[config.mk]
export PLATFORM = sky130hd
export DESIGN_NAME = gmsc_cfg_regs
export DESIGN_NICKNAME = d
export VERILOG_FILES = /design/src/sv/gmsc_pkg.sv /design/src/sv/gmsc_cfg_regs.sv
export SDC_FILE = /design/constraint.sdc
export NUM_CORES = 1
export LEC_CHECK = 0
export ABC_AREA = 0
export BUFFER_PORTS_ARGS = -buffer_cell sky130_fd_sc_hd__buf_2
export CAP_MARGIN = 20
export CORE_ASPECT_RATIO = 2
export CORE_MARGIN = 3
export CORE_UTILIZATION = 54
export CTS_CLUSTER_DIAMETER = 120
export DETAILED_ROUTE_END_ITERATION = 10
export PLACE_DENSITY = 0.84
export SLEW_MARGIN = 20
export SYNTH_ARGS = -nofsm -noshare
export SYNTH_HDL_FRONTEND = slang
export SYNTH_SLANG_ARGS = --single-unit
[constraint.sdc]
create_clock -name clk -period 1.9 [get_ports clk]
set_input_delay 0.19 -clock clk [delete_from_list [all_inputs] [get_ports clk]]
set_output_delay 0.19 -clock clk [all_outputs]
set_load 0.01 [all_outputs]
[src/sv/gmsc_pkg.sv]
package gmsc_pkg;

  typedef enum logic [1:0] {
    OP_LOAD  = 2'd0,
    OP_CHECK = 2'd1,
    OP_STAMP = 2'd2,
    OP_CLEAR = 2'd3
  } opcode_e;

  typedef enum logic [2:0] {
    REG_MASK_COLS        = 3'd0,
    REG_MASK_ROWS        = 3'd1,
    REG_CENTER_COL       = 3'd2,
    REG_CENTER_ROW       = 3'd3,
    REG_CHECK_MASK_VALUE = 3'd4,
    REG_CHECK_MAP_VALUE  = 3'd5,
    REG_GRID_COLS        = 3'd6,
    REG_GRID_ROWS        = 3'd7
  } cfg_reg_e;

  localparam int CFG_DATA_W = 8;
  localparam int CFG_IDX_W  = 3;
  localparam int ADDR_SUM_W = 16;

  localparam logic [7:0] CELL_ONE = 8'd1;

  typedef struct packed {
    logic [4:0] mask_cols;
    logic [4:0] mask_rows;
    logic [3:0] center_col;
    logic [3:0] center_row;
    logic [7:0] check_mask_value;
    logic [7:0] check_map_value;
    logic [6:0] grid_cols;
    logic [6:0] grid_rows;
  } cfg_t;

  typedef struct packed {
    logic accept;
    logic load_mask;
    logic setup;
    logic walk;
    logic clr;
    logic capture;
  } cmd_t;

  typedef struct packed {
    logic empty;
    logic last_cell;
    logic clr_last;
  } status_t;

endpackage

[src/sv/gmsc_cfg_regs.sv]
module gmsc_cfg_regs (
  input  logic                                clk,
  input  logic                                rst,
  input  logic                                cfg_we,
  input  logic [gmsc_pkg::CFG_IDX_W-1:0]      cfg_index,
  input  logic [gmsc_pkg::CFG_DATA_W-1:0]     cfg_data,
  output gmsc_pkg::cfg_t                      cfg
);
  import gmsc_pkg::*;

  always_ff @(posedge clk) begin
    if (rst) begin
      cfg.mask_cols        <= 5'd1;
      cfg.mask_rows        <= 5'd1;
      cfg.center_col       <= 4'd0;
      cfg.center_row       <= 4'd0;
      cfg.check_mask_value <= 8'd0;
      cfg.check_map_value  <= 8'd1;
      cfg.grid_cols        <= 7'd64;
      cfg.grid_rows        <= 7'd64;
    end else if (cfg_we) begin
      unique case (cfg_reg_e'(cfg_index))
        REG_MASK_COLS:        cfg.mask_cols        <= cfg_data[4:0];
        REG_MASK_ROWS:        cfg.mask_rows        <= cfg_data[4:0];
        REG_CENTER_COL:       cfg.center_col       <= cfg_data[3:0];
        REG_CENTER_ROW:       cfg.center_row       <= cfg_data[3:0];
        REG_CHECK_MASK_VALUE: cfg.check_mask_value <= cfg_data[7:0];
        REG_CHECK_MAP_VALUE:  cfg.check_map_value  <= cfg_data[7:0];
        REG_GRID_COLS:        cfg.grid_cols        <= cfg_data[6:0];
        REG_GRID_ROWS:        cfg.grid_rows        <= cfg_data[6:0];
        default: ;
      endcase
    end
  end

endmodule

=== Yosys cells after proc, flatten, opt, wreduce, memory -nomap -nowiden ===
Index checks and enable logic that the tools add are counted.
W data, S select, Z words.

* Eq/ne operators: 7
* Reduce and logical (&&, ||, !) cells: 9

{| class="wikitable"
|+ Operator list
! kind !! count
|-
| $reduce_and A2 Y1 || 8
|-
| $eq A3 B3 Y1 const B || 4
|-
| $eq A3 B2 Y1 const B || 2
|-
| $eq A3 B1 Y1 const B || 1
|-
| $logic_not A3 Y1 || 1
|}

* Flip-flop bits (word level): 48
* Word-level logic and storage cells: 24
* Bits of input ports: 14

=== Depth between registers and ports, before layout ===
* Depth after elaboration: 2
* Mapped depth: 4
* Depth with buffers taken out: 2

=== Least setup slack after synthesis ===
OpenSTA, ideal clock, no wires.

* Kind: input-to-reg
* Start point: input port cfg_index[1] (netlist bit)
* End point: register cfg[44] (netlist bit)
* Data required time: 1771 ps
* Slack: 690 ps
* Stages on the path: 4
* Arrival: 1082 ps
* Cells stage by stage: buf_2 or4b_4 buf_6 mux2i_1

* Word-level cells in the longest chain between the ends: 2

{| class="wikitable"
|+ RTL lines
! element !! line !! text
|-
| from (decl) || gmsc_cfg_regs.sv:5 || <nowiki>input logic [gmsc_pkg::CFG_IDX_W-1:0] cfg_index,</nowiki>
|-
| $logic_not A3 Y1 || gmsc_cfg_regs.sv:22 || <nowiki>unique case (cfg_reg_e'(cfg_index))</nowiki>
|-
| $reduce_and A2 Y1 (no line) || n/a ||
|-
| to (decl) || gmsc_cfg_regs.sv:7 || <nowiki>output gmsc_pkg::cfg_t cfg</nowiki>
|}

No other way between the ends.
A chain may end at the register's enable or synchronous reset.

=== Worst setup path in the final report ===
* Start point: input port cfg_index[0] (netlist bit)
* End point: register cfg[11] (netlist bit)

* Word-level cells in the longest chain between the ends: 2

{| class="wikitable"
|+ RTL lines
! element !! line
|-
| $eq A3 B3 Y1 || gmsc_cfg_regs.sv:22
|-
| $reduce_and A2 Y1 (no line) || n/a
|}

No other way between the ends.

==> results.toml <==
[final_layout]
top_regs = "cfg (48)"
register_area_um2 = 960.9
nets = 248
final_core_util_pct = 69.53
n_antenna_cell = 0
largest_reg_flops = 48
area_growth_pct = 21.30
fill_cells = 304
drive_gt1_share_pct = 30.64
multi_input_area_um2 = 925.9
largest-register = "cfg"

[floorplanning]
die_w_um = 48.81
fp.dieArea_um2 = 4472
die_h_um = 91.62
io_pins = 62
initial_utilization_pct = 57.32
coreArea_um2 = 3453
rows = 30

[clock_tree]
clk_pin_slew_worst_paths_ps = 90
cts.htree.levels = 2
cts_setup_buffers = 0
clock_latency_ps = 300
cts_tree = "done"
postCtsHoldBufs = 0
cts_made_buffers = 5
ctsResizeCount = 0
clk_root_buffer_cell = "clkbuf_8"
cts.sinks = 48
clock_path_buffers = 2

[synth]
ys_seq_elements = 48
netlist-cell-type-count = 14
netlist_instances = 183
synth_top_family_by_area = "multiplexers"
synth_fa_ha_area_share_pct = 0
yosys.area_share.simple_pct = 22.50
synth_xor_area_share_pct = 0
synth-compound-area-share_pct = 0
yosys_warnings = 0
syn_area_per_cell_um2 = 10.82
synth_mux_area_share_pct = 24.27
synth_fp_nets = 197
syn_area_um2 = 1979
ys_seq_area_share_pct = 48.55

[placement]
place_ws_ps = 608.8
gp_congestion = 0.7034
dp_hpwl_um = 3078
io_buffers = 61

[detailed_routing]
firstDrtPassIters = 4
ant_nets = 0
dr_wl_met2_um = 2316
drc = 0
drt_iter0_markers = 21
top_layer_used = "met4"
wl_met3_um = 172
met1_length_um = 1706
wirelength_um = 4312
routedWlPerCell_um = 15.24
num_vias = 1418
viasPerCell = 5.011

[setup_path]
cpPeakStageDelay_ps = 540
cpMaxStageDelayCell = "nand4b_1"
r2r_end = "cfg[11]"
startpoint_type = "input pin"
reg2reg_from = "cfg[11]"
path_buf_inv = 1
cp-end-kind = "flip-flop"
path_max_fanout = 10
r2r_cells = 2
worstSetupPathType = "in2reg"
cpLargestDelayFamily = "simple AND/OR/NAND/NOR gates"
cp_cell_sequence = "buf_2, nand4b_1, mux2i_1"
regToRegSetupSlack_ps = 1230
critical_path_arrival_ps = 1220
worstPathRequired_ps = 2120

[job]
drv_cap = 0

[global_route]
grt_pass1_vias = 1458
grt_pass1_wl_um = 6975
antenna_found_initial = 0
grt_usage_pct = 20.28
grt_max_degree = 32
grt-ovfl-total = 0

[timing]
fin_ws_ps = 896.7
setup_tns_ps = 0
fmax_mhz = 996.7
hold_viol_final = 0
fin_skew_ps = 0
maxSlewHeadroom_pct = 62.41
rsz0062_at_grt = "false"
tightest_slew_ps = 561.0
report.final.slew_viol_count = 0
finalCritPeriodShare_pct = 52.81
finalCriticalPeriod_ps = 1003
setup_violations = 0

[power_and_ir_drop]
vdd_drop_max_v = 0.0008452
p_clk_share_pct = 38.9
pwr-share-seq_pct = 52.9
internal_power_uw = 1532
p_per_area_nw_per_um2 = 817.5
swShare_pct = 21.95
combPwrFrac_pct = 8.2
leakagePower_uw = 0.001262
switchingPower_uw = 430.9

[min_path]
min_path_cells = 3
holdPathEnd = "cfg[21]"
holdCritPathClass = "in2reg"
min_from = "cfg_data[7]"

[run_status]
status = "completed"
-- routing by layer --
layer | vias up | track usage [%]
li1 | 705 | -
met1 | 661 | 21.06
met2 | 43 | 37.39
met3 | 9 | 4.553
met4 | 0 | 9.501
met5 | - | 0
-- cells in the mapped netlist --
cell type / n / area share, %
nand2b_1: 51 / 16
dfxtp_1: 48 / 49
mux2i_1: 48 / 24
clkbuf_1: 9 / 1.7
nor2_1: 7 / 1.3
buf_2: 5 / 1.3
buf_1: 3 / 0.57
nand4b_1: 3 / 1.3
nand4bb_1: 3 / 1.7
buf_6: 2 / 1.1
and4b_1: 1 / 0.51
nand4_1: 1 / 0.32
nor4bb_1: 1 / 0.51
or4b_4: 1 / 0.70
-- worst max-delay path by stage --
stage,startpoint,endpoint,slack [ps],depth (start not counted)
final,cfg_index[0],cfg[11],900,3
after global routing,cfg_index[0],cfg[11],820,3
after CTS,cfg[1],cfg[1],880,1
after detailed placement,rst,cfg[0],610,4
after global placement,cfg_index[0],cfg[9],630,3
after floorplan,cfg_index[1],cfg[44],690,4
-- cell usage in the layout (no fill, tap or decap), drive strengths merged, types with 3 or more instances in the layout --
master   instances
mux2i           48
nor2             7
dfxtp           48
buf             63
nand4b           3
clkbuf           6
nand4bb          3
nand2b          51
-- logic make-up after synthesis --
| family | after synthesis |
|---|---|
| DFF | 48 |
| buffers and inverters | 19 |
| and+or+nand+nor | 68 |
| muxes | 48 |
-- power groups by stage --
| stage | logic [uW] | registers, uW | clock network (uW) |
|---|---|---|---|
| finish | 160 | 1040 | 764 |
| global route | 174 | 1040 | 822 |
| CTS | 161 | 1040 | 779 |
| detailed placement | 160 | 1060 | 0 |
| global placement | 158 | 1060 | 0 |
| floorplan | 97.0 | 1070 | 0 |
-- stage by stage --
step	hold WS [ps]	std cells	power, uW	instance area (um^2)
4_1_cts	171.7	283	1980	2401
3_5_place_dp	461.0	275	1223	2280
5_1_grt	193.1	283	2037	2401
6_report	176.8	283	1963	2401
3_3_place_gp	456.9	275	1220	2280
2_1_floorplan	361.0	183	1169	1979
-- area by class of cell --
class	instances	area share, %
Sequential cell	48	40.02
Multi-Input combinational cell	116	38.56
Clock buffer	6	3.439
Tap cell	48	2.501
Timing Repair Buffer	63	13.86
Clock inverter	2	1.615
-- worst min-delay path, stage by stage --
cell,delay [ps]
buf_2,100
nand2b_1,80
mux2i_1,70
Note: power is estimated with default switching activity, not from simulation.
