File: config.mk
export PLATFORM = sky130hd
export DESIGN_NAME = gmsc_ctrl
export DESIGN_NICKNAME = d
export VERILOG_FILES = /design/src/sv/gmsc_pkg.sv /design/src/sv/gmsc_ctrl.sv
export SDC_FILE = /design/constraint.sdc
export NUM_CORES = 1
export LEC_CHECK = 0
export BUFFER_PORTS_ARGS = -buffer_cell sky130_fd_sc_hd__buf_2
export CAP_MARGIN = 30
export CORE_MARGIN = 2
export CORE_UTILIZATION = 44
export CTS_BUF_LIST = sky130_fd_sc_hd__clkbuf_2
export DETAILED_ROUTE_END_ITERATION = 8
export PLACE_DENSITY = 0.7
export SYNTH_ARGS = -nofsm -noshare
export SYNTH_HDL_FRONTEND = slang
export SYNTH_SLANG_ARGS = --single-unit
File: constraint.sdc
create_clock -name clk -period 2.7 [get_ports clk]
set_input_delay 0.135 -clock clk [delete_from_list [all_inputs] [get_ports clk]]
set_output_delay 0.135 -clock clk [all_outputs]
set_load 0.01 [all_outputs]
File: src/sv/gmsc_pkg.sv
package gmsc_pkg;

  typedef enum logic [1:0] {
    OP_LOAD  = 2'd0,
    OP_CHECK = 2'd1,
    OP_STAMP = 2'd2,
    OP_CLEAR = 2'd3
  } opcode_e;

  typedef enum logic [2:0] {
    REG_MASK_COLS        = 3'd0,
    REG_MASK_ROWS        = 3'd1,
    REG_CENTER_COL       = 3'd2,
    REG_CENTER_ROW       = 3'd3,
    REG_CHECK_MASK_VALUE = 3'd4,
    REG_CHECK_MAP_VALUE  = 3'd5,
    REG_GRID_COLS        = 3'd6,
    REG_GRID_ROWS        = 3'd7
  } cfg_reg_e;

  localparam int CFG_DATA_W = 8;
  localparam int CFG_IDX_W  = 3;
  localparam int ADDR_SUM_W = 16;

  localparam logic [7:0] CELL_ONE = 8'd1;

  typedef struct packed {
    logic [4:0] mask_cols;
    logic [4:0] mask_rows;
    logic [3:0] center_col;
    logic [3:0] center_row;
    logic [7:0] check_mask_value;
    logic [7:0] check_map_value;
    logic [6:0] grid_cols;
    logic [6:0] grid_rows;
  } cfg_t;

  typedef struct packed {
    logic accept;
    logic load_mask;
    logic setup;
    logic walk;
    logic clr;
    logic capture;
  } cmd_t;

  typedef struct packed {
    logic empty;
    logic last_cell;
    logic clr_last;
  } status_t;

endpackage

File: src/sv/gmsc_ctrl.sv
module gmsc_ctrl (
  input  logic                 clk,
  input  logic                 rst,
  input  logic                 in_valid,
  output logic                 in_ready,
  input  logic [1:0]           opcode,
  output logic                 out_valid,
  input  logic                 out_ready,
  input  gmsc_pkg::status_t    status,
  output gmsc_pkg::cmd_t       cmd
);
  import gmsc_pkg::*;

  typedef enum logic [7:0] {
    S_INIT  = 8'b0000_0001,
    S_IDLE  = 8'b0000_0010,
    S_LOAD  = 8'b0000_0100,
    S_SETUP = 8'b0000_1000,
    S_WALK  = 8'b0001_0000,
    S_DRAIN = 8'b0010_0000,
    S_CLEAR = 8'b0100_0000,
    S_DONE  = 8'b1000_0000
  } state_t;

  state_t state;
  state_t state_next;

  assign in_ready = (state == S_IDLE);

  always_comb begin
    state_next = state;
    cmd = '0;
    unique case (state)
      S_INIT: begin
        cmd.clr = 1'b1;
        if (status.clr_last) state_next = S_IDLE;
      end
      S_IDLE: begin
        if (in_valid) begin
          cmd.accept = 1'b1;
          unique case (opcode_e'(opcode))
            OP_LOAD:  state_next = S_LOAD;
            OP_CHECK: state_next = S_SETUP;
            OP_STAMP: state_next = S_SETUP;
            OP_CLEAR: state_next = S_CLEAR;
            default:  state_next = S_CLEAR;
          endcase
        end
      end
      S_LOAD: begin
        cmd.load_mask = 1'b1;
        state_next = S_DONE;
      end
      S_SETUP: begin
        cmd.setup = 1'b1;
        state_next = status.empty ? S_DONE : S_WALK;
      end
      S_WALK: begin
        cmd.walk = 1'b1;
        if (status.last_cell) state_next = S_DRAIN;
      end
      S_DRAIN: begin
        state_next = S_DONE;
      end
      S_CLEAR: begin
        cmd.clr = 1'b1;
        if (status.clr_last) state_next = S_DONE;
      end
      S_DONE: begin
        if (!out_valid || out_ready) begin
          cmd.capture = 1'b1;
          state_next = S_IDLE;
        end
      end
      default: state_next = S_IDLE;
    endcase
  end

  always_ff @(posedge clk) begin
    if (rst) begin
      state     <= S_INIT;
      out_valid <= 1'b0;
    end else begin
      state <= state_next;
      if (cmd.capture) begin
        out_valid <= 1'b1;
      end else if (out_ready) begin
        out_valid <= 1'b0;
      end
    end
  end

  a_capture_slot_free: assert property (@(posedge clk) disable iff (rst)
    cmd.capture |-> (!out_valid || out_ready))
    else $error("result captured while the output register is still full");

  a_one_item_at_a_time: assert property (@(posedge clk) disable iff (rst)
    (in_valid && in_ready) |=> !in_ready)
    else $error("input taken again before the item finished");

endmodule

==> After elaboration in Yosys (flattened, before gate mapping) <==
Index checks and enable logic that the tools add are counted.
{ "totals": {"wordCells": 44, "mem_bits_ro": 0, "ramBits": 0, "in_bits": 9, "n_memories": 0, "latchBits": 0, "reg_bits": 9} }
{ "classes": {"n_mul": 0, "shifts": 0, "bitwise_logic": 0, "n_reduce_logical": 8, "add_sub_neg": 0, "eq_ne": 16, "n_mux": 18, "n_div": 0, "magnitude_cmp": 0} }
{ "ops": {"columns": ["operator", "n"], "rows": [
  ["case mux 8 bit (7 select lines)", 1],
  ["2-to-1 mux 8 bit", 6],
  ["case mux 8 bit (3 select lines)", 1],
  ["2-to-1 mux 1 bit", 10],
  ["inequality test 2 bit, second input constant", 5],
  ["== test 8 x 1 -> 1 bit, second input constant", 1],
  ["== test 8 x 2 -> 1 bit, second input constant", 1],
  ["== test 8 x 3 -> 1 bit, second input constant", 1],
  ["== test 8 x 4 -> 1 bit, second input constant", 1],
  ["== test 8 x 5 -> 1 bit, second input constant", 1],
  ["== test 8 x 6 -> 1 bit, second input constant", 1],
  ["== test 8 x 7 -> 1 bit, second input constant", 1],
  ["== test 8 bit, second input constant", 1],
  ["OR reduction 2 bit", 3],
  ["AND reduction 5 bit", 1],
  ["== test 2 bit, second input constant", 2],
  ["== test 2 x 1 -> 1 bit, second input constant", 1],
  ["logical NOT 2 bit", 1],
  ["nonzero test 2 bit", 1],
  ["logical NOT 1 bit", 1],
  ["logical OR 1 bit", 1]
]} }

==> Longest topological paths before layout <==
Gate-level depths: netlist of the first run.
{ "logic_depth": {"ltp_word": 5, "mapped_depth": 6} }

==> Worst setup path before layout of the first run <==
Ideal clock, no wire load.
{ "synth_timing": {"kind": "flip-flop to flip-flop", "startpoint": "reg state[6]", "endpoint": "reg state[7]", "arrival_time_ns": 1.379, "setup_slack_ns": 1.225, "n_path_buf": 1, "path_stages_with_launch": 6, "cell_sequence": "dfxtp_1 buf_6 nor4_4 nand2_2 o31a_1 o41ai_2"} }
{ "synth_via": {"elab_chain_len": 3} }
{ "synth_lines": {"columns": ["element", "line_no", "rtl"], "rows": [
  ["start: declaration", "gmsc_ctrl.sv:25", "state_t state;"],
  ["start signal: assignment", "gmsc_ctrl.sv:84", "state <= state_next;"],
  ["== test 8 x 3 -> 1 bit, or another cell as far along", "gmsc_ctrl.sv:33", "unique case (state)"],
  ["OR reduction 2 bit (no source line) / inequality test 2 bit (equally long branches)", null, null],
  ["case mux 8 bit (7 select lines) / AND reduction 5 bit (equally long branches)", null, null]
]} }
Several ways; a longest one is shown, not always the timed one.
A chain may end at the register's enable or synchronous reset.

==> impl_metrics.toml, run 1 <==
[clocking]
cts.path.max_buffers = 2
hold_buffers = 0
cts_resized = 0
cts_htree_levels = 1
cts.clk_slew.worst_paths_ps = 90
numClockSinks = 9
cts_buffers = 3
cts_tree = "done"
clock_latency_ps = 240
post_cts_buffers = 0
cts_root_buf = "clkbuf_2"

[synth]
yosys_warnings = 0
syn_area_sq_um = 574.3
synth.avg_cell_area_sq_um = 8.204
synth.distinct_cells = 31
synth_nets = 81
synth_top_area_cell = "dfxtp_1"
netlist_top_cells_area = "dfxtp_1 31%, inv_1 5.2%, nor2_1 4.6%, ha_1 4.4%, nand3_1 4.4%"
ys_seq_elements = 9
seq_area_frac_synth_pct = 31.37
synth_top_area_share_pct = 31.37
syn_inst = 70

[timing]
worst_slack_ps = 824.2
setup_viol = 0
post-route-period-util_pct = 69.47
relSlewSlack_pct = 67.22
worst_pin_slew_ps = 487.2
clock-skew-final_ps = 1.598
period_minus_slack_ps = 1876
grt_setup_unrepaired = "no"
slew_violations = 0
max_freq_mhz = 533.1
hold_viol_final = 0
timing.hold.ws_ps = 171.0
tns_ps = 0

[finish]
layout_common_cells = "16 x buf_2, 9 x dfxtp_1, 8 x inv_1"
antennaDiodeCount = 0
drive_gt1_share_pct = 28.41
final_common_cell = "buf_2"
fin_area_sq_um = 678.2
syn2layout_area_growth_pct = 18.08
fin_nets = 100
finalNonFillerCells = 103

[outcome]
status = "finished clean"

[flow_run]
cap_violations = 0

[power_and_ir_drop]
leakage_nw = 0.3209
p_clk_share_pct = 30.7
p_int_mw = 0.1967
sequentialPowerShare_pct = 51.6
comb_power_share_pct = 17.6
vdd_drop_max_mv = 0.2315
p_switching_mw = 0.07742
switching_share_pct = 28.25
power_density_nw_per_um2 = 404.2

[floorplan]
start_util_pct = 45.85
core_sq_um = 1252
die_w_microns = 40.13
die_h_microns = 40.13
io_pins = 17
row_count = 13
die_area_sq_um = 1610

[worst_setup_path]
critPathMaxFanout = 7
critical_path.top_delay_family = "simple AND/OR/NAND/NOR gates"
worst_path_largest_cell_delay_ps = 450
crit_chain = "nor4_4 > nand4b_1 > inv_1 > nand2_1 > inv_1 > buf_2"
cp_common_cell = "inv_1"
path_buf_inv = 3
cp-end-kind = "output port"
crit_required_ps = 2570
crit_arrival_ps = 1740
cp-start-kind = "flip-flop"
path_class = "flip-flop to output port"
cpMaxStageDelayCell = "nor4_4"

[place]
dpl_cell_area_sq_um = 658.1
hpwl_microns = 959.5
gp_congestion = 0.7558
dp.cells = 99
preCtsSetupSlack_ps = 1089
port_buffers = 16

[detailed_routing]
vias_per_cell = 5.311
drt_first_pass_iters = 4
post_drt_wl_per_cell_microns = 11.48
wirelength_mm = 1.182
drt_iter0_drc = 12
drcViolationCount = 0
vias = 547
postRouteAntennaNets = 0

[hold_path]
hp-class = "primary input to flip-flop"

[grt]
antenna_found_initial = 0
grt_pass1_vias = 482
grt_pass1_wl_mm = 1.932
grt_usage_pct = 18.45
overflow = 0
grt_max_degree = 10
globalRoute.busiestLayer = "met2"
grtUsageMet2_pct = 29.84
met1_usage_pct = 22.74
use_met3_pct = 3.333
==> cell type report <==
cell class | count | area (sq um)
Clock buffer | 4 | 20.02
Fill cell | 117 | 574.3
Inverter | 8 | 30.03
Multi-Input combinational cell | 51 | 349.1
Sequential cell | 9 | 180.2
Tap cell | 15 | 18.77
Timing Repair Buffer | 16 | 80.08
==> worst paths after layout <==
kind	from	to	slack (ps)	cells after the start
setup / recovery	state[6]	cmd[5]	820	6
hold / removal	rst	state[4]	170	2
hold reg to reg	out_valid	out_valid	550	2
setup reg to reg	state[6]	state[7]	1080	4
==> flip-flops by register name (all words and copies together) (netlist names) <==
name,count
state,8
out_valid,1
==> power by group through the flow <==
| stage | Clock [mW] | Sequential (mW) | Combinational (mW) |
|---|---|---|---|
| 6_report | 0.0842 | 0.142 | 0.0484 |
| 4_1_cts | 0.0854 | 0.141 | 0.0488 |
| 2_1_floorplan | 0 | 0.143 | 0.0333 |
| 3_5_place_dp | 0 | 0.144 | 0.0486 |
| 5_1_grt | 0.0937 | 0.142 | 0.0564 |
| 3_3_place_gp | 0 | 0.144 | 0.0483 |
==> per-layer routing <==
layer / part of all wire [%] / up-vias
li1: - / 286
met1: 47 / 244
met2: 47 / 15
met3: 5.7 / 2
met4: 0.51 / 0
met5: 0 / -
==> cells in the mapped netlist <==
| cell type | n |
|---|---|
| nor4_1 | 2 |
| a31o_2 | 1 |
| o41ai_2 | 1 |
| o2111ai_1 | 1 |
| nand2b_1 | 3 |
| or3_2 | 1 |
| buf_1 | 1 |
| nor3_1 | 1 |
| xnor2_1 | 2 |
| o31a_1 | 1 |
| a211oi_1 | 1 |
| o31ai_1 | 1 |
| o21ai_0 | 1 |
| nor2b_1 | 3 |
| inv_1 | 8 |
| or3_1 | 1 |
| o21bai_1 | 1 |
| nand2_2 | 1 |
| o311ai_0 | 1 |
| xor2_1 | 1 |
| and3b_1 | 1 |
| a21oi_1 | 3 |
| nand2_1 | 4 |
| nand3_1 | 5 |
| dfxtp_1 | 9 |
| nand4b_1 | 2 |
| nor4_4 | 1 |
| buf_6 | 1 |
| nor2_1 | 7 |
| nor3b_1 | 2 |
| ha_1 | 2 |
==> metrics by stage <==
stage	power (mW)	util, %
3_5_place_dp	0.1930	52.55
6_report	0.2741	54.15
4_1_cts	0.2755	54.15
5_1_grt	0.2919	54.15
3_3_place_gp	0.1926	52.55
2_1_floorplan	0.1766	-
==> kinds of logic (layout without fill, tap and decap cells) <==
kind of cell | count (synthesis) | after routing | share of synthesized area [%]
DFF | 9 | 9 | 31.37
adders and majority gates | 2 | 2 | 4.357
xor gates and xnor gates | 3 | 3 | 4.576
and+or+nand+nor | 34 | 34 | 35.51
buffers and inverters | 10 | 28 | 7.843
AOI/OAI and AO/OA | 12 | 12 | 16.34
Power figures use the tool's default switching activity.
==> run 2: changes to the inputs <==
PLACE_DENSITY = 0.72   (was 0.7)
clock period = 1.6 ns   (was 2.7 ns; I/O delays follow)
==> impl_metrics.toml, run 2 (synthesis gave the netlist of run 1 again) <==
[finish]
layout_common_cells = "15 x buf_2, 8 x buf_4, 7 x inv_1"
antennaDiodeCount = 0
fin_area_sq_um = 803.3
drive_gt1_share_pct = 46.88
fin_nets = 108
multi_input_area_sq_um = 401.6
syn2layout_area_growth_pct = 39.87
seq_area_sq_um = 186.4
largest_register_ffs = 8
fillers = 103
top_register = "state"
final_common_cell = "buf_2"
reg_top3 = "state (8), out_valid (1)"

[floorplan]
row_count = 13
die_w_microns = 40.13
die_h_microns = 40.13
core_sq_um = 1252
io_pins = 17
die_area_sq_um = 1610
start_util_pct = 45.85

[detailed_routing]
vias_per_cell = 5.369
postRouteAntennaNets = 0
wirelength_mm = 1.387
drt_iter0_drc = 28
post_drt_wl_per_cell_microns = 12.50
drcViolationCount = 0
vias = 596
drt_first_pass_iters = 4

[clocking]
cts.path.max_buffers = 2
numClockSinks = 9
cts_htree_levels = 1
cts_root_buf = "clkbuf_2"
cts_buffers = 3
clock_latency_ps = 240
cts.clk_slew.worst_paths_ps = 90
cts_tree = "done"

[power_and_ir_drop]
leakage_nw = 0.3746
power_density_nw_per_um2 = 623.8
vdd_drop_max_mv = 0.5513

[hold_path]
hp-class = "primary input to flip-flop"

[place]
hpwl_microns = 973.2
port_buffers = 16
gp_congestion = 0.7517
preCtsSetupSlack_ps = -7.632
dpl_cell_area_sq_um = 680.7

[grt]
grt_max_degree = 10
antenna_found_initial = 0
overflow = 0
grt_pass1_wl_mm = 1.952
grt_usage_pct = 18.87
grt_pass1_vias = 481

[worst_setup_path]
path_class = "flip-flop to flip-flop"
critPathMaxFanout = 5
cpMaxStageDelayCell = "dfxtp_4"
cp-start-kind = "flip-flop"
worst_path_largest_cell_delay_ps = 370
crit_required_ps = 1760
cp-end-kind = "flip-flop"
crit_arrival_ps = 1850
crit_chain = "nor4_4 > buf_4 > buf_6 > nand2_4 > o31a_1 > o41ai_2"

[timing]
slew_violations = 0
max_freq_mhz = 591.2
relSlewSlack_pct = 67.77
hold_viol_final = 0
period_minus_slack_ps = 1691
worst_slack_ps = -91.42
worst_pin_slew_ps = 477.4
post-route-period-util_pct = 105.7
clock-skew-final_ps = 6.033
setup_viol = 2
grt_setup_unrepaired = "yes"

[outcome]
violations = "negative setup slack"
status = "finished with violations"

[flow_run]
cap_violations = 0
## run 2: changes by cell type in the layout (fill, tap and decap cells not counted), sizes merged
cell / before / now
buf: 16 / 24
## run 2: worst paths after layout
check | start | end | slack [ps] | cells past startpoint
hold / removal | status[2] | state[4] | 120 | 3
setup / recovery | state[5] | state[7] | -90 | 6
setup reg to reg | state[5] | state[7] | -90 | 6
hold reg to reg | out_valid | out_valid | 550 | 2
## run 2: repair_timing
item / in CTS / in global routing
hold endpoints to repair: 0 / 0
pin swaps: 2 / 6
gates cloned: 0 / 0
hold buffers: 0 / 0
buffers inserted: 3 / 2
setup endpoints to repair: 4 / 8
resized for setup: 4 / 14
## run 2: worst max-delay path: cells and delay by family, from the launching register on
| kind | cells | cell delay, ps |
|---|---|---|
| AO/OA/AOI/OAI | 2 | 580 |
| AND/OR/NAND/NOR | 2 | 390 |
| flip-flops | 1 | 370 |
| buffers and inverters | 2 | 270 |
## run 2: area by class of cell
type,count,share of cell area [%]
Tap cell,15,2.336
Inverter,8,3.738
Sequential cell,9,23.21
Clock buffer,4,2.492
Multi-Input combinational cell,51,50.00
Timing Repair Buffer,24,18.22
## run 2: metal layers
metal	GRT usage (%)	routed length, microns	vias to the layer above
met5	0	0	-
met4	10.34	8	0
met3	3.333	89	2
met2	29.84	669	29
met1	23.99	619	266
li1	-	-	299
## run 2: power by group
group / switching [mW] / leakage, nW / internal, mW / total (mW)
Sequential: 0.00972 / 0.0751 / 0.228 / 0.238
Combinational: 0.0615 / 0.283 / 0.0598 / 0.121
Clock: 0.0752 / 0.0166 / 0.0665 / 0.142
Total: 0.146 / 0.375 / 0.355 / 0.501
## run 2: stage by stage
stage / TNS [ps] / utilization [%] / std cells / hold WS (ps) / total power [mW]
final: -143.3 / 64.14 / 111 / 120.0 / 0.5010
after global routing: -828.7 / 64.14 / 111 / 110.7 / 0.5307
after CTS: 0 / 58.34 / 109 / 100.6 / 0.4880
after detailed placement: -7.632 / 54.35 / 102 / 382.3 / 0.3328
after global placement: 0 / 54.35 / 102 / 377.4 / 0.3311
after floorplan: 0 / - / 70 / 240.0 / 0.2980
==> run 3: changes to the inputs <==
CELL_PAD_IN_SITES_DETAIL_PLACEMENT = 1   (was not set)
CELL_PAD_IN_SITES_GLOBAL_PLACEMENT = 1   (was not set)
CORE_UTILIZATION = 33   (was 44)
PLACE_DENSITY = not set   (was 0.72)
PLACE_DENSITY_LB_ADDON = 0.1   (was not set)
==> impl_metrics.toml, run 3 (synthesis gave the netlist of run 1 again) <==
[clocking]
hold_buffers = 0
numClockSinks = 9
cts.clk_slew.worst_paths_ps = 100
cts_htree_levels = 1
cts_root_buf = "clkbuf_2"
clock_latency_ps = 250
cts.path.max_buffers = 2
cts_buffers = 3
cts_tree = "done"

[timing]
relSlewSlack_pct = 70.51
clock-skew-final_ps = 7.085
setup_viol = 0
worst_pin_slew_ps = 435.5
tns_ps = 0
grt_setup_unrepaired = "yes"
period_minus_slack_ps = 1563
worst_slack_ps = 36.55
max_freq_mhz = 639.6
post-route-period-util_pct = 97.72
hold_viol_final = 0
slew_violations = 0
timing.hold.ws_ps = 102.8

[detailed_routing]
drcViolationCount = 0
vias = 608
drt_first_pass_iters = 3
post_drt_wl_per_cell_microns = 13.87
vias_per_cell = 5.241
wirelength_mm = 1.609
drt_iter0_drc = 7
postRouteAntennaNets = 0

[power_and_ir_drop]
switching_share_pct = 30.31
vdd_drop_max_mv = 0.3619
p_clk_share_pct = 29.4
p_switching_mw = 0.1557
power_density_nw_per_um2 = 638.5
sequentialPowerShare_pct = 46.3
comb_power_share_pct = 24.3
p_int_mw = 0.3580
leakage_nw = 0.3825

[worst_setup_path]
worst_path_largest_cell_delay_ps = 340
crit_chain = "buf_4 > nor2_2 > nand4b_1 > buf_4 > buf_4 > o311ai_1 > a211oi_2"
path_class = "flip-flop to flip-flop"
cpMaxStageDelayCell = "dfxtp_1"
cp-end-kind = "flip-flop"
cp-start-kind = "flip-flop"
critPathMaxFanout = 4
crit_arrival_ps = 1690
crit_required_ps = 1730
cp_common_cell = "buf_4"

[finish]
layout_common_cells = "15 x buf_2, 11 x buf_4, 7 x dfxtp_1"
reg_top3 = "state (8), out_valid (1)"
fin_nets = 111
multi_input_area_sq_um = 381.6
syn2layout_area_growth_pct = 40.09
top_register = "state"
final_common_cell = "buf_2"
largest_register_ffs = 8
seq_area_sq_um = 182.7
drive_gt1_share_pct = 47.47
fillers = 221
antennaDiodeCount = 0

[grt]
overflow = 0
antenna_found_initial = 0
grt_usage_pct = 17.13
grt_pass1_wl_mm = 2.428
grt_pass1_vias = 555
grt_max_degree = 10

[hold_path]
hp-class = "primary input to flip-flop"

[floorplan]
core_sq_um = 1689
start_util_pct = 34.00
die_h_microns = 45.72
die_w_microns = 45.72
io_pins = 17
die_area_sq_um = 2090
row_count = 15

[place]
port_buffers = 16
gp_congestion = 0.7758
preCtsSetupSlack_ps = 65.61
hpwl_mm = 1.206

[flow_run]
cap_violations = 0

[outcome]
status = "finished clean"
## run 3: cell type report
type | instances | share of cell area (%)
timing repair buffer | 27 | 21.00
multi-input combinational | 51 | 47.43
tap | 17 | 2.644
clock buffer | 4 | 2.488
inverter | 8 | 3.733
sequential | 9 | 22.71
## run 3: repair_timing
item / in CTS / in global routing
buffers inserted: 4 / 1
gates resized for setup: 3 / 11
setup endpoints to repair: 3 / 6
pin swaps: 2 / 5
## run 3: power by group through the flow
stage | combinational (mW) | clock [mW] | sequential [mW]
finish | 0.125 | 0.151 | 0.238
global placement | 0.0966 | 0 | 0.241
floorplan | 0.0562 | 0 | 0.242
global route | 0.137 | 0.164 | 0.239
detailed placement | 0.0970 | 0 | 0.242
CTS | 0.111 | 0.157 | 0.237
## run 3: per-layer routing
layer	GRT usage (%)	share of wire [%]	vias up
met2	25.92	50	12
met1	22.17	46	291
met5	0	0	-
met3	3.571	3.6	2
met4	10.29	0.75	0
li1	-	-	303
## run 3: critical path, delay by kind of cell, from the launching register on
family / cells / cell delay [ps]
flip-flops: 1 / 340
AND/OR/NAND/NOR: 2 / 390
AO/OA/AOI/OAI: 2 / 250
buffers and inverters: 3 / 470
## run 3: stage by stage
step	util (%)	std cells	cell area, sq um	power, mW
2_1_floorplan	-	70	574.3	0.2980
5_1_grt	47.63	116	804.5	0.5401
3_5_place_dp	41.78	107	705.7	0.3387
3_3_place_gp	41.78	107	705.7	0.3377
4_1_cts	44.96	115	759.5	0.5059
6_report	47.63	116	804.5	0.5137
## run 3: path summary, 6_finish.rpt
kind | startpoint | cells past startpoint | to | slack (ps)
hold reg to reg | out_valid | 2 | out_valid | 560
setup / recovery | state[4] | 7 | state[1] | 40
setup reg to reg | state[4] | 7 | state[1] | 40
hold / removal | status[2] | 3 | state[4] | 100
